<file path="src/hw/rtl/mpc_pkg.sv">
// ----------------------------------------------------------------------------
// mpc_pkg
// Shared types and constants of the adaptive Morse timing classifier.
// ----------------------------------------------------------------------------
package mpc_pkg;

    localparam int EST_W  = 12;
    localparam int WPM_W  = 11;
    localparam int DIV_W  = 13;
    localparam int CFG_W  = 12;

    typedef logic [1:0] t_op;
    localparam t_op OP_TICK    = 2'd0;
    localparam t_op OP_KEY     = 2'd1;
    localparam t_op OP_RESTART = 2'd2;

    typedef logic t_cfg_idx;
    localparam t_cfg_idx CFG_DIT_FLOOR = 1'b0;
    localparam t_cfg_idx CFG_INIT_EST  = 1'b1;

    localparam logic [EST_W-1:0] DIT_FLOOR_RST = 12'd60;
    localparam logic [EST_W-1:0] INIT_EST_RST  = 12'd1000;

    localparam int WORD_GAP_X2 = 13;
    localparam int CHAR_GAP_X2 = 7;
    localparam int DASH_X2     = 5;

    localparam logic [DIV_W-1:0] WPM_NUM_X2   = 13'd2400;
    localparam logic [WPM_W-1:0] WPM_ZERO_EST = 11'd1200;
    localparam int               DIV_STEPS    = DIV_W;

    typedef enum logic [1:0] {
        MARK_DOT  = 2'd0,
        MARK_DASH = 2'd1,
        MARK_CHAR = 2'd2,
        MARK_WORD = 2'd3
    } t_mark;

    typedef struct packed {
        t_mark            mark;
        logic [EST_W-1:0] est;
    } t_qent;

endpackage

</file>
<file path="src/hw/rtl/mpc_front.sv">
// ----------------------------------------------------------------------------
// mpc_front
// Accepts requests, keeps timer, key state and dit estimate, classifies marks.
// ----------------------------------------------------------------------------
module mpc_front
    import mpc_pkg::*;
#(
    parameter int TIMER_BITS = 16
) (
    input  logic             i_clk,
    input  logic             i_rst_n,
    input  logic             i_cfg_we,
    input  t_cfg_idx         i_cfg_idx,
    input  logic [CFG_W-1:0] i_cfg_wdata,
    input  logic             i_acc,
    input  t_op              i_op,
    input  logic             i_key_on,
    output logic             o_push,
    output t_qent            o_push_data
);

    localparam int CMP_W = ((TIMER_BITS > EST_W) ? TIMER_BITS : EST_W) + 5;
    localparam logic [TIMER_BITS-1:0] TIMER_MAX = {TIMER_BITS{1'b1}};

    logic [EST_W-1:0]      r_floor;
    logic [EST_W-1:0]      r_init;
    logic [TIMER_BITS-1:0] r_elapsed;
    logic                  r_last_key;
    logic [EST_W-1:0]      r_min;

    logic [CMP_W-1:0]      t_ext;
    logic [CMP_W-1:0]      t_x2;
    logic [EST_W-1:0]      lowered;
    logic [EST_W-1:0]      on_min;
    logic [CMP_W-1:0]      on_min_ext;
    logic [CMP_W-1:0]      min_ext;
    logic                  word_gap;
    logic                  char_gap;
    logic                  is_dash;
    logic                  n_push;

    assign t_ext      = CMP_W'(r_elapsed);
    assign t_x2       = t_ext << 1;
    assign min_ext    = CMP_W'(r_min);
    assign lowered    = (t_ext[EST_W-1:0] < r_floor) ? r_floor : t_ext[EST_W-1:0];
    assign on_min     = (t_ext < min_ext) ? lowered : r_min;
    assign on_min_ext = CMP_W'(on_min);

    assign word_gap = (t_x2 > on_min_ext * CMP_W'(WORD_GAP_X2));
    assign char_gap = (t_x2 > on_min_ext * CMP_W'(CHAR_GAP_X2));
    assign is_dash  = (t_x2 > min_ext * CMP_W'(DASH_X2));
    assign n_push   = i_acc && (i_op == OP_KEY)
                      && (!i_key_on || ((i_key_on != r_last_key) && (word_gap || char_gap)));

    always_ff @(posedge i_clk) begin
        if (!i_rst_n) begin
            r_floor    <= DIT_FLOOR_RST;
            r_init     <= INIT_EST_RST;
            r_elapsed  <= '0;
            r_last_key <= 1'b0;
            r_min      <= INIT_EST_RST;
            o_push     <= 1'b0;
        end else begin
            o_push <= n_push;
            if (i_cfg_we) begin
                unique case (i_cfg_idx)
                    CFG_DIT_FLOOR: r_floor <= i_cfg_wdata;
                    CFG_INIT_EST:  r_init  <= i_cfg_wdata;
                    default: ;
                endcase
            end
            if (i_acc) begin
                unique case (i_op)
                    OP_TICK: begin
                        if (r_elapsed != TIMER_MAX) r_elapsed <= r_elapsed + 1'b1;
                    end
                    OP_RESTART: begin
                        r_min     <= r_init;
                        r_elapsed <= '0;
                    end
                    OP_KEY: begin
                        r_last_key <= i_key_on;
                        if (i_key_on != r_last_key) begin
                            r_elapsed <= '0;
                            if (i_key_on) begin
                                r_min <= on_min;
                                o_push_data.est <= on_min;
                                if (word_gap) begin
                                    o_push_data.mark <= MARK_WORD;
                                end else if (char_gap) begin
                                    o_push_data.mark <= MARK_CHAR;
                                end
                            end else begin
                                o_push_data.est  <= r_min;
                                o_push_data.mark <= is_dash ? MARK_DASH : MARK_DOT;
                            end
                        end else if (!i_key_on) begin
                            o_push_data.est  <= r_min;
                            o_push_data.mark <= MARK_WORD;
                        end
                    end
                    default: ;
                endcase
            end
        end
    end

endmodule

</file>
<file path="src/hw/rtl/mpc_queue.sv">
// ----------------------------------------------------------------------------
// mpc_queue
// Two-entry queue of classified marks between front and back.
// ----------------------------------------------------------------------------
module mpc_queue
    import mpc_pkg::*;
(
    input  logic  i_clk,
    input  logic  i_rst_n,
    input  logic  i_push,
    input  t_qent i_push_data,
    input  logic  i_pop,
    output t_qent o_pop_data,
    output logic  o_empty,
    output logic  o_full
);

    t_qent       r_mem [2];
    logic        r_wp;
    logic        r_rp;
    logic [1:0]  r_cnt;

    assign o_empty    = (r_cnt == 2'd0);
    assign o_full     = (r_cnt == 2'd2);
    assign o_pop_data = r_mem[r_rp];

    always_ff @(posedge i_clk) begin
        if (i_push) r_mem[r_wp] <= i_push_data;
    end

    always_ff @(posedge i_clk) begin
        if (!i_rst_n) begin
            r_wp  <= 1'b0;
            r_rp  <= 1'b0;
            r_cnt <= 2'd0;
        end else begin
            if (i_push) r_wp <= ~r_wp;
            if (i_pop)  r_rp <= ~r_rp;
            case ({i_push, i_pop})
                2'b10:   r_cnt <= r_cnt + 2'd1;
                2'b01:   r_cnt <= r_cnt - 2'd1;
                default: ;
            endcase
        end
    end

endmodule

</file>
<file path="src/hw/rtl/mpc_back.sv">
// ----------------------------------------------------------------------------
// mpc_back
// Pops marks, computes rounded WPM with a restoring divider, drives results.
// ----------------------------------------------------------------------------
module mpc_back
    import mpc_pkg::*;
(
    input  logic             i_clk,
    input  logic             i_rst_n,
    input  logic             i_empty,
    input  t_qent            i_pop_data,
    output logic             o_pop,
    input  logic             i_stall,
    output logic             o_valid,
    output logic [1:0]       o_mark,
    output logic [WPM_W-1:0] o_wpm,
    output logic [EST_W-1:0] o_dit_estimate_ms
);

    typedef enum logic [1:0] {
        S_IDLE,
        S_DIV,
        S_HOLD
    } t_state;

    localparam int CNT_W = $clog2(DIV_STEPS);

    t_state           r_state;
    t_mark            r_mark;
    logic [EST_W-1:0] r_est;
    logic [DIV_W-1:0] r_num;
    logic [DIV_W-1:0] r_den;
    logic [DIV_W-1:0] r_rem;
    logic [DIV_W-1:0] r_quo;
    logic [CNT_W-1:0] r_cnt;

    logic [DIV_W:0]   rem_sh;
    logic             q_bit;
    logic             out_free;

    assign rem_sh   = {r_rem, r_num[DIV_W-1]};
    assign q_bit    = (rem_sh >= {1'b0, r_den});
    assign out_free = !o_valid || !i_stall;
    assign o_pop    = (r_state == S_IDLE) && !i_empty;

    always_ff @(posedge i_clk) begin
        if (!i_rst_n) begin
            r_state <= S_IDLE;
            o_valid <= 1'b0;
        end else begin
            if (o_valid && !i_stall && (r_state != S_HOLD)) o_valid <= 1'b0;
            unique case (r_state)
                S_IDLE: begin
                    if (!i_empty) begin
                        r_mark  <= i_pop_data.mark;
                        r_est   <= i_pop_data.est;
                        r_num   <= WPM_NUM_X2 + DIV_W'(i_pop_data.est);
                        r_den   <= {i_pop_data.est, 1'b0};
                        r_rem   <= '0;
                        r_quo   <= '0;
                        r_cnt   <= '0;
                        r_state <= S_DIV;
                    end
                end
                S_DIV: begin
                    r_rem <= q_bit ? DIV_W'(rem_sh - {1'b0, r_den}) : rem_sh[DIV_W-1:0];
                    r_quo <= {r_quo[DIV_W-2:0], q_bit};
                    r_num <= r_num << 1;
                    r_cnt <= r_cnt + 1'b1;
                    if (r_cnt == CNT_W'(DIV_STEPS - 1)) r_state <= S_HOLD;
                end
                S_HOLD: begin
                    if (out_free) begin
                        o_valid           <= 1'b1;
                        o_mark            <= r_mark;
                        o_wpm             <= (r_est == '0) ? WPM_ZERO_EST : r_quo[WPM_W-1:0];
                        o_dit_estimate_ms <= r_est;
                        r_state           <= S_IDLE;
                    end
                end
                default: r_state <= S_IDLE;
            endcase
        end
    end

endmodule

</file>
<file path="src/hw/rtl/morse_pulse_classifier.sv">
// ----------------------------------------------------------------------------
// morse_pulse_classifier
// Adaptive Morse timing classifier: dot, dash, character and word gaps.
// ----------------------------------------------------------------------------
// Input channel (i_valid / o_stall) carries requests: millisecond ticks, key
// state reports and estimate restarts. The front stage takes one request per
// cycle while its two-entry mark queue has room, updates timer, key state and
// dit estimate, and queues a mark when the request yields one.
// Output channel (o_valid / i_stall) returns mark, rounded WPM and the dit
// estimate. Each result passes through a 13-step restoring divider in the
// back stage, which takes the next mark from the queue only after the result
// before it has been loaded into the output register.
// Ticks and other requests with no result never reach the queue.
// A stalled receiver holds the output register; the back stage waits, the
// queue fills, and then o_stall rises until a result is taken.
// Reset (i_rst_n low, synchronous) clears timer and key state, loads the dit
// estimate with 1000 ms, the floor with 60 ms, and empties queue and output.
// Config writes (i_cfg_we): one register a cycle, floor now, init at restart.
// ----------------------------------------------------------------------------
module morse_pulse_classifier
    import mpc_pkg::*;
#(
    parameter int TIMER_BITS = 16
) (
    input  logic             i_clk,
    input  logic             i_rst_n,
    input  logic             i_cfg_we,
    input  logic             i_cfg_idx,
    input  logic [CFG_W-1:0] i_cfg_wdata,
    input  logic             i_valid,
    output logic             o_stall,
    input  logic [1:0]       i_op,
    input  logic             i_key_on,
    output logic             o_valid,
    input  logic             i_stall,
    output logic [1:0]       o_mark,
    output logic [WPM_W-1:0] o_wpm,
    output logic [EST_W-1:0] o_dit_estimate_ms
);

    logic  acc;
    logic  push;
    t_qent push_data;
    logic  pop;
    t_qent pop_data;
    logic  q_empty;
    logic  q_full;

    assign o_stall = q_full || (push && !q_empty);
    assign acc     = i_valid && !o_stall;

    mpc_front #(
        .TIMER_BITS (TIMER_BITS)
    ) u_front (
        .i_clk       (i_clk),
        .i_rst_n     (i_rst_n),
        .i_cfg_we    (i_cfg_we),
        .i_cfg_idx   (i_cfg_idx),
        .i_cfg_wdata (i_cfg_wdata),
        .i_acc       (acc),
        .i_op        (i_op),
        .i_key_on    (i_key_on),
        .o_push      (push),
        .o_push_data (push_data)
    );

    mpc_queue u_queue (
        .i_clk       (i_clk),
        .i_rst_n     (i_rst_n),
        .i_push      (push),
        .i_push_data (push_data),
        .i_pop       (pop),
        .o_pop_data  (pop_data),
        .o_empty     (q_empty),
        .o_full      (q_full)
    );

    mpc_back u_back (
        .i_clk             (i_clk),
        .i_rst_n           (i_rst_n),
        .i_empty           (q_empty),
        .i_pop_data        (pop_data),
        .o_pop             (pop),
        .i_stall           (i_stall),
        .o_valid           (o_valid),
        .o_mark            (o_mark),
        .o_wpm             (o_wpm),
        .o_dit_estimate_ms (o_dit_estimate_ms)
    );

endmodule

</file>
<file path="config.mk">
export PLATFORM = sky130hd
export DESIGN_NAME = morse_pulse_classifier
export DESIGN_NICKNAME = d
export VERILOG_FILES = /design/src/hw/rtl/mpc_pkg.sv /design/src/hw/rtl/mpc_front.sv /design/src/hw/rtl/mpc_queue.sv /design/src/hw/rtl/mpc_back.sv /design/src/hw/rtl/morse_pulse_classifier.sv
export SDC_FILE = /design/constraint.sdc
export NUM_CORES = 1
export LEC_CHECK = 0
export BUFFER_PORTS_ARGS = -buffer_cell sky130_fd_sc_hd__buf_2
export CORE_MARGIN = 3
export CORE_UTILIZATION = 55
export CTS_CLUSTER_DIAMETER = 60
export DETAILED_ROUTE_END_ITERATION = 8
export PLACE_DENSITY_LB_ADDON = 0.05
export SYNTH_ARGS = -nofsm -noshare
export SYNTH_HDL_FRONTEND = slang
export SYNTH_SLANG_ARGS = --single-unit
</file>
<file path="constraint.sdc">
create_clock -name i_clk -period 14.3 [get_ports i_clk]
set_input_delay 2.86 -clock i_clk [delete_from_list [all_inputs] [get_ports i_clk]]
set_output_delay 2.86 -clock i_clk [all_outputs]
set_load 0.05 [all_outputs]
</file>
=== Yosys cells after proc, flatten, opt, wreduce, memory -nomap -nowiden ===
Memory sizes are Yosys's and may differ from the RTL's. A register that Yosys moved wholly into a read port is not among the register bits.
Cells that the tools add are included.

* Bits in registers: 155
* Output and inout bits: 27
* Memory bits (writable): 28
* Logic and storage cells: 131
* Memories kept: 1
* Bits of input ports: 21

{| class="wikitable"
|+ Memories
! memory !! depth !! width !! rd ports !! clocked after Yosys merged registers in !! wr ports !! line !! source
|-
| u_queue.r_mem || 2 || 14 || 1 || 1 || 1 || mpc_queue.sv:18 || <nowiki>t_qent r_mem [2];</nowiki>
|}

* Equality and inequality tests: 19
* Bitwise operators: 4
* Multiply operators: 3
* Add/sub/neg operators: 6
* Mux-type cells: 34
* Order comparisons: 6
* Reductions and logical operators: 36

{| class="wikitable"
|+ Operators by type and width
! cell !! count
|-
| 17-bit by 21-bit greater-than comparator with 1-bit output || 3
|-
| 13-bit one-hot mux with 2 select lines || 2
|-
| 12-bit two-way mux || 4
|-
| 16-bit one-hot mux with 3 select lines || 1
|-
| 14-bit two-way mux || 3
|-
| 13-bit two-way mux || 3
|-
| 16-bit two-way mux || 2
|-
| 12-bit by 3-bit multiplier with 15-bit output, second input constant || 2
|-
| 12-bit one-hot mux with 2 select lines || 1
|-
| 11-bit one-hot mux with 2 select lines || 1
|-
| 16-bit by 1-bit adder with 16-bit output, second input constant || 1
|-
| 16-bit by 12-bit < comparator with 1-bit output || 1
|-
| 12-bit by 4-bit multiplier with 16-bit output, second input constant || 1
|-
| 16-bit != test, second input constant || 1
|-
| 14-bit by 13-bit greater-or-equal comparator with 1-bit output || 1
|-
| 12-bit by 12-bit adder with 13-bit output, first input constant || 1
|-
| 13-bit subtractor || 1
|-
| 12-bit logical NOT || 1
|-
| 12-bit < comparator || 1
|-
| 3-bit AND reduction || 4
|-
| 4-bit AND reduction || 3
|-
| 2-bit two-way mux || 5
|-
| 2-bit == test, second input constant || 4
|-
| 1-bit logical AND || 8
|-
| other kinds (22) || 53
|}

=== Longest topological paths before layout ===
* Depth in word-level cells: 9
* Depth in mapped cells: 31
* Depth with buffers taken out: 29

=== Modules after synthesis ===
Synthesis repeated with hierarchy kept, for this count alone.

* Cells, all modules: 1158
* Area, all modules: 11887.7 um2

{| class="wikitable"
|+ Modules (own cells, without submodules)
! module !! times used !! area each (um2) !! cells each !! sequential area each (um2)
|-
| mpc_front || 1 || 6807.8 || 790 || 1501.4
|-
| mpc_back || 1 || 3831.2 || 299 || 2462.4
|-
| mpc_queue || 1 || 1219.9 || 65 || 940.9
|-
| morse_pulse_classifier || 1 || 28.8 || 4 || 0.0
|}

=== Worst setup path before layout ===
Ideal clock, no wire load.

* Path kind: input port to flip-flop
* From: input i_rst_n
* To: register u_back.r_cnt[0], enable pin
* Stages: 4
* Required time: 13.810 ns
* Data arrival time: 6.298 ns
* Slack: 7.511 ns
* Library setup time: 0.490 ns
* Cells stage by stage: clkbuf_1 > inv_1 > clkbuf_1 > nor3_1

* Word-level cells in the longest chain between the ends: 1

{| class="wikitable"
|+ Ends and longest elaborated chain
! item !! line !! source
|-
| start, declared || morse_pulse_classifier.sv:26 || <nowiki>input logic i_rst_n,</nowiki>
|-
| 3-bit AND reduction (no line) || - ||
|-
| end signal, assigned || mpc_back.sv:69 || <nowiki>r_cnt <= r_cnt + 1'b1;</nowiki>
|-
| end, declared || mpc_back.sv:35 || <nowiki>logic [CNT_W-1:0] r_cnt;</nowiki>
|}

Every way passes these cells.
A chain may end at the register's enable or synchronous reset.

=== Worst setup path in the final report ===
* From: register u_front.r_elapsed[7]
* To: register u_front.o_push_data[12] in the netlist's numbering, enable pin

* Word-level cells in the longest chain between the ends: 7

{| class="wikitable"
|+ Ends and longest elaborated chain
! item !! line !! source
|-
| start, declared || mpc_front.sv:27 || <nowiki>logic [TIMER_BITS-1:0] r_elapsed;</nowiki>
|-
| start signal, assigned || mpc_front.sv:75 || <nowiki>if (r_elapsed != TIMER_MAX) r_elapsed <= r_elapsed + 1'b1;</nowiki>
|-
| 12-bit < comparator || mpc_front.sv:45 || <nowiki>assign lowered = (t_ext[EST_W-1:0] < r_floor) ? r_floor : t_ext[EST_W-1:0];</nowiki>
|-
| 12-bit two-way mux || mpc_front.sv:45 ||
|-
| 12-bit two-way mux || mpc_front.sv:46 || <nowiki>assign on_min = (t_ext < min_ext) ? lowered : r_min;</nowiki>
|-
| 12-bit by 3-bit multiplier with 15-bit output or 12-bit by 4-bit multiplier with 16-bit output (tied branches) || mpc_front.sv:50, mpc_front.sv:49 ||
|-
| 17-bit by 21-bit greater-than comparator with 1-bit output (on tied branches) || mpc_front.sv:50, mpc_front.sv:49 ||
|-
| 3-bit by 1-bit != test with 1-bit output (no line) (*) || - ||
|-
| 5-bit AND reduction (no line) (*) || - ||
|-
| end, declared || mpc_front.sv:19 || <nowiki>output t_qent o_push_data</nowiki>
|}

Mark *: on every way between the ends. The rest lies on a longest branch, timed or not.

==> metrics list <==
* Result of the run: completed
- The filler cells instantiated in the layout total between 1500 and 2000.
* Count of boundary I/O pins: 48
* TritonCTS buffer count: 17
* Residual overflow from global routing: 0
- Die span in x: around 150 um
- Initial antenna violation count: 0
- Routability-driven placement finished with a final weighted congestion of 0.910.
* Post-detailed-route count of antenna-violating nets: 0
* Hold Crit Endpoint: u_back.o_mark[0]$_DFFE_PP_
- Average wire per cell in the routed design: around 18 um
- Finished Cell Area: 12800 um2
- The cell area that synthesis handed to floorplanning was around 12000 um2.
* Proportion of total power due to net switching: 35.0%
* Vias after detailed routing: 8531
- Entering global routing, the biggest net connects 35 pins.
* Class of the worst hold path: reg -> reg
- Power density over cell area: around 130 nW/um2
- Mapped Nets: about 1300
- OpenSTA, run right after detailed placement, puts the worst setup slack at around 7.4 ns.
- Setup repair after global routing left no endpoint under its margin.
* Mean number of vias per cell: 5.74
- Data on the critical path is required at its endpoint by ~14 ns.
* #FFs+latches synth: between 150 and 200
- Endpoints failing setup: 0
- Number of cell instances on the worst register-to-register path: 23
* Count of buffers added by post-CTS timing repair for setup: 0
- Placed standard-cell area: around 12000 um2
- The count of buffers added on input and output ports is 47.
* Cell depth of the worst hold path: 0
- Post-CTS Resized: 0
- Number of enable flip-flop cells after synthesis: between 100 and 150
- The most used flip-flop cell after synthesis is sky130_fd_sc_hd__edfxtp_1.
- Endpoint arrival time on the critical path: just over 7 ns
- Clock sink count: ~180
- Number of nets at the end of the flow: about 1400
- Reg-to-reg critical path startpoint: u_front.r_elapsed[7]$_SDFFE_PN0P_
* Most common library cell in the layout ignoring fill and taps: sky130_fd_sc_hd__ha_1
- Actual slew at the worst max-slew pin: about 1.3 ns
- 1st-iter DRT viols: between 400 and 500
- Site Rows: 52
* Worst path most repeated cell: sky130_fd_sc_hd__ha_1
- Global routing used a little under a quarter of the available tracks.
- The worst setup path is captured at a register.
- Setup total negative slack on the finished layout was measured at 0 ns.
* Sw power: approximately 600 uW
* CP max FO: 12
* Area overhead of the layout relative to synthesis: 9.51%
- Cells with a size suffix above 1 make up between 10 and 15% of the layout.
- Hold Path Origin: u_back.r_mark[0]$_DFFE_PP_
* Fmax: around 140 MHz
- Yosys printed 0 warnings.
* Register-to-register setup slack: 7.35 ns
* Number of standard cells in the layout, taps in and fillers out: 1487
- The endpoint identified for the worst register-to-register timing path is u_front.o_push_data[12]$_SDFFCE_PP1P_.
- For this configuration, the core starts out at a cell density of 56.9%.
* Register share of total power: between 40% and 50%
* Final worst path period need: 6.95 ns
- Global-route wire length before repair: approximately 44 mm
- For the worst-skew pair, the clock arrives at the later sink with an insertion delay of approximately 0.45 ns.
- On the final layout, the worst hold slack is 0.439 ns.
- Tightest slew margin relative to the limit: a little under an eighth
- Clock Tree Buf Depth: 2
- Between clock sinks in the finished design, the worst skew comes to 0.0178 ns.
- Critical path, cell by cell: ha_1 -> and4_1 -> o21ai_0 -> nor4_1 -> or3_1 -> mux2i_1 -> a21o_1 -> nor2_1 -> ha_1 -> xor2_1 -> fa_1 -> a21o_1 -> a21oi_1 -> nor2b_1 -> o211ai_1 -> a21oi_1 -> or3_1 -> xnor2_1 -> ha_1 -> nand4b_1 -> nor4_1 -> a32oi_1 -> a21boi_0
- The number of global-route vias before repair came to between 8000 and 9000.
- Largest stage delay on the critical path: 0.59 ns
- Cell-internal power: 1110 uW
* Final number of max-transition violations: 0
* Combinational group share of total power: 30.9%
- In this run the clock root is driven by a sky130_fd_sc_hd__clkbuf_16.
- The count of final hold-check violations is 0.
- Of the total power, the clock network draws roughly 28%.
* # DRC: 0
- Buffers inserted to repair hold after CTS numbered 0.
- Wires add up to 26.6 mm.
* Count of antenna diodes in the layout: 0
- Core area: slightly above 20000 um2
- Share of synthesized area occupied by flip-flops and latches: 41.8%
* Clock tree from TritonCTS: done
- Counting every instance in the synthesized netlist gives between 1000 and 1500.
- For this design the static power due to leakage is 0.00548 uW.
* Clock-pin slew on the worst setup and hold paths: 0.08 ns
- Count of TritonRoute iterations in the first routing pass: 4
* Die height: around 150 um
- Sort of element at the start of the critical path: register
- Worst setup path category: reg -> reg
* Cell count after placement: 1455
- Setup ws final: between 7 and 8 ns
- Max VDD drop: between 0.07 and 0.08 mV
- Slowest cell on the critical path: sky130_fd_sc_hd__or3_1
- The die covers approximately 23000 um2.
* H-tree Lvls: 4
* Maximum Capacitance Violations: 0
- Yosys mapped the design onto between 60 and 70 distinct sky130hd cell types.
* Final Cycle Share: between 40% and 50%
- The wire-length estimate of the detail-placed layout is just over 20 mm.
* Fraction of registers with async set or reset after synthesis: 0%
- Syn avg cell area: approximately 10 um2
- The top cell types in the final layout, fill and taps aside, are sky130_fd_sc_hd__ha_1, sky130_fd_sc_hd__edfxtp_1, sky130_fd_sc_hd__nand2_1.
-- layer usage --
| layer | GRT usage (%) | wire (um) |
|---|---|---|
| met1 | 30.6 | 11700 |
| met5 | 0 | 0 |
| met2 | 38.9 | 12800 |
| met4 | 9.97 | 1070 |
| met3 | 3.70 | 1010 |
-- how the worst max path moves through the flow --
| stage | start | to | slack, ns |
|---|---|---|---|
| global placement | u_front.r_elapsed[1]$_SDFFE_PN0P_ | u_front.o_push_data[12]$_SDFFCE_PP1P_ | 7.55 |
| detailed placement | u_front.r_elapsed[1]$_SDFFE_PN0P_ | u_front.o_push_data[12]$_SDFFCE_PP1P_ | 7.39 |
| CTS | u_front.r_elapsed[1]$_SDFFE_PN0P_ | u_front.o_push_data[13]$_SDFFCE_PP1P_ | 7.36 |
| global route | u_front.r_elapsed[7]$_SDFFE_PN0P_ | u_front.o_push_data[12]$_SDFFCE_PP1P_ | 6.72 |
| finish | u_front.r_elapsed[7]$_SDFFE_PN0P_ | u_front.o_push_data[12]$_SDFFCE_PP1P_ | 7.35 |
| floorplan | i_rst_n | u_back.r_cnt[0]$_SDFFCE_PN0P_ | 7.51 |
-- per-stage QoR --
| stage | total power (uW) | utilization [%] |
|---|---|---|
| 2_1_floorplan | 1090 | - |
| 3_3_place_gp | 1220 | 59.3 |
| 3_5_place_dp | 1230 | 59.3 |
| 4_1_cts | 1710 | 62.3 |
| 5_1_grt | 1810 | 62.3 |
| 6_report | 1700 | 62.3 |
-- Yosys cell counts, types with 6 or more instances --
| cell | number | area (um2) |
|---|---|---|
| sky130_fd_sc_hd__nand2b_1 | 20 | 125 |
| sky130_fd_sc_hd__o21a_1 | 8 | 60.1 |
| sky130_fd_sc_hd__mux2_2 | 10 | 113 |
| sky130_fd_sc_hd__o211ai_1 | 12 | 90.1 |
| sky130_fd_sc_hd__nor3_1 | 20 | 100 |
| sky130_fd_sc_hd__o2111ai_1 | 7 | 61.3 |
| sky130_fd_sc_hd__nor4_1 | 11 | 68.8 |
| sky130_fd_sc_hd__nand2_1 | 106 | 398 |
| sky130_fd_sc_hd__dfxtp_1 | 62 | 1240 |
| sky130_fd_sc_hd__or3_1 | 7 | 43.8 |
| sky130_fd_sc_hd__ha_1 | 143 | 1790 |
| sky130_fd_sc_hd__xnor2_1 | 43 | 377 |
| sky130_fd_sc_hd__fa_1 | 15 | 300 |
| sky130_fd_sc_hd__a31oi_1 | 6 | 37.5 |
| sky130_fd_sc_hd__edfxtp_1 | 122 | 3660 |
| sky130_fd_sc_hd__nor2b_1 | 14 | 87.6 |
| sky130_fd_sc_hd__inv_1 | 86 | 323 |
| sky130_fd_sc_hd__nor2_1 | 93 | 349 |
| sky130_fd_sc_hd__a21oi_1 | 69 | 345 |
| sky130_fd_sc_hd__and3_1 | 9 | 56.3 |
| sky130_fd_sc_hd__nand3_1 | 33 | 165 |
| sky130_fd_sc_hd__clkbuf_1 | 27 | 101 |
| sky130_fd_sc_hd__and2_1 | 24 | 150 |
| sky130_fd_sc_hd__xor2_1 | 22 | 193 |
| sky130_fd_sc_hd__or2_2 | 7 | 43.8 |
| sky130_fd_sc_hd__mux2i_1 | 30 | 300 |
| sky130_fd_sc_hd__a211oi_1 | 9 | 67.6 |
| sky130_fd_sc_hd__o21ai_0 | 47 | 235 |
| sky130_fd_sc_hd__nand4_1 | 14 | 87.6 |
| sky130_fd_sc_hd__a21o_1 | 23 | 173 |
-- worst max-delay path, delay by kind of cell (launching register included) --
family          cells  cell delay [ns]
compound gates      8             1.75
simple gates        8             2.28
fa+ha+maj           4             1.49
xor+xnor            2             0.34
flops               1             0.43
mux                 1             0.30
-- final cells by class --
type / instances / area [um2] / area share (%)
multi-input cells: 857 / 6350 / 49.4
flip-flops and latches: 184 / 4900 / 38.2
clock buffers: 17 / 425 / 3.31
well taps: 270 / 338 / 2.63
inverters: 87 / 327 / 2.54
repair buffers: 57 / 310 / 2.42
clock inverters: 15 / 190 / 1.48
-- flip-flops by register name, indices dropped and copies added (netlist names), 12 cells and up, named ones only --
register                  flops
u_back.o_dit_estimate_ms     12
u_back.r_est                 12
u_back.r_num                 13
u_back.r_rem                 13
u_front.o_push_data          14
u_front.r_elapsed            16
u_front.r_floor              12
u_front.r_init               12
u_front.r_min                12
u_queue.r_mem                28
-- kinds of logic (layout without fill, tap and decap cells) --
kind of cell               after synthesis  after routing  share of synthesized area, %
DFF                                    184            184                          41.8
muxes                                   41             41                          3.71
AOI/OAI and AO/OA                      221            221                          12.2
xor gates and xnor gates                66             66                          4.99
and+or+nand+nor                        371            371                          15.2
adders and majority gates              158            158                          17.8
buffers and inverters                  123            176                          4.27
-- power groups by stage --
stage               combinational (uW)  sequential [uW]  clock (uW)
global placement                   513              704           0
global route                       595              700         514
CTS                                529              694         489
finish                             526              693         483
detailed placement                 526              705           0
floorplan                          408              686           0
No activity file was read; power rests on OpenSTA's default activity.
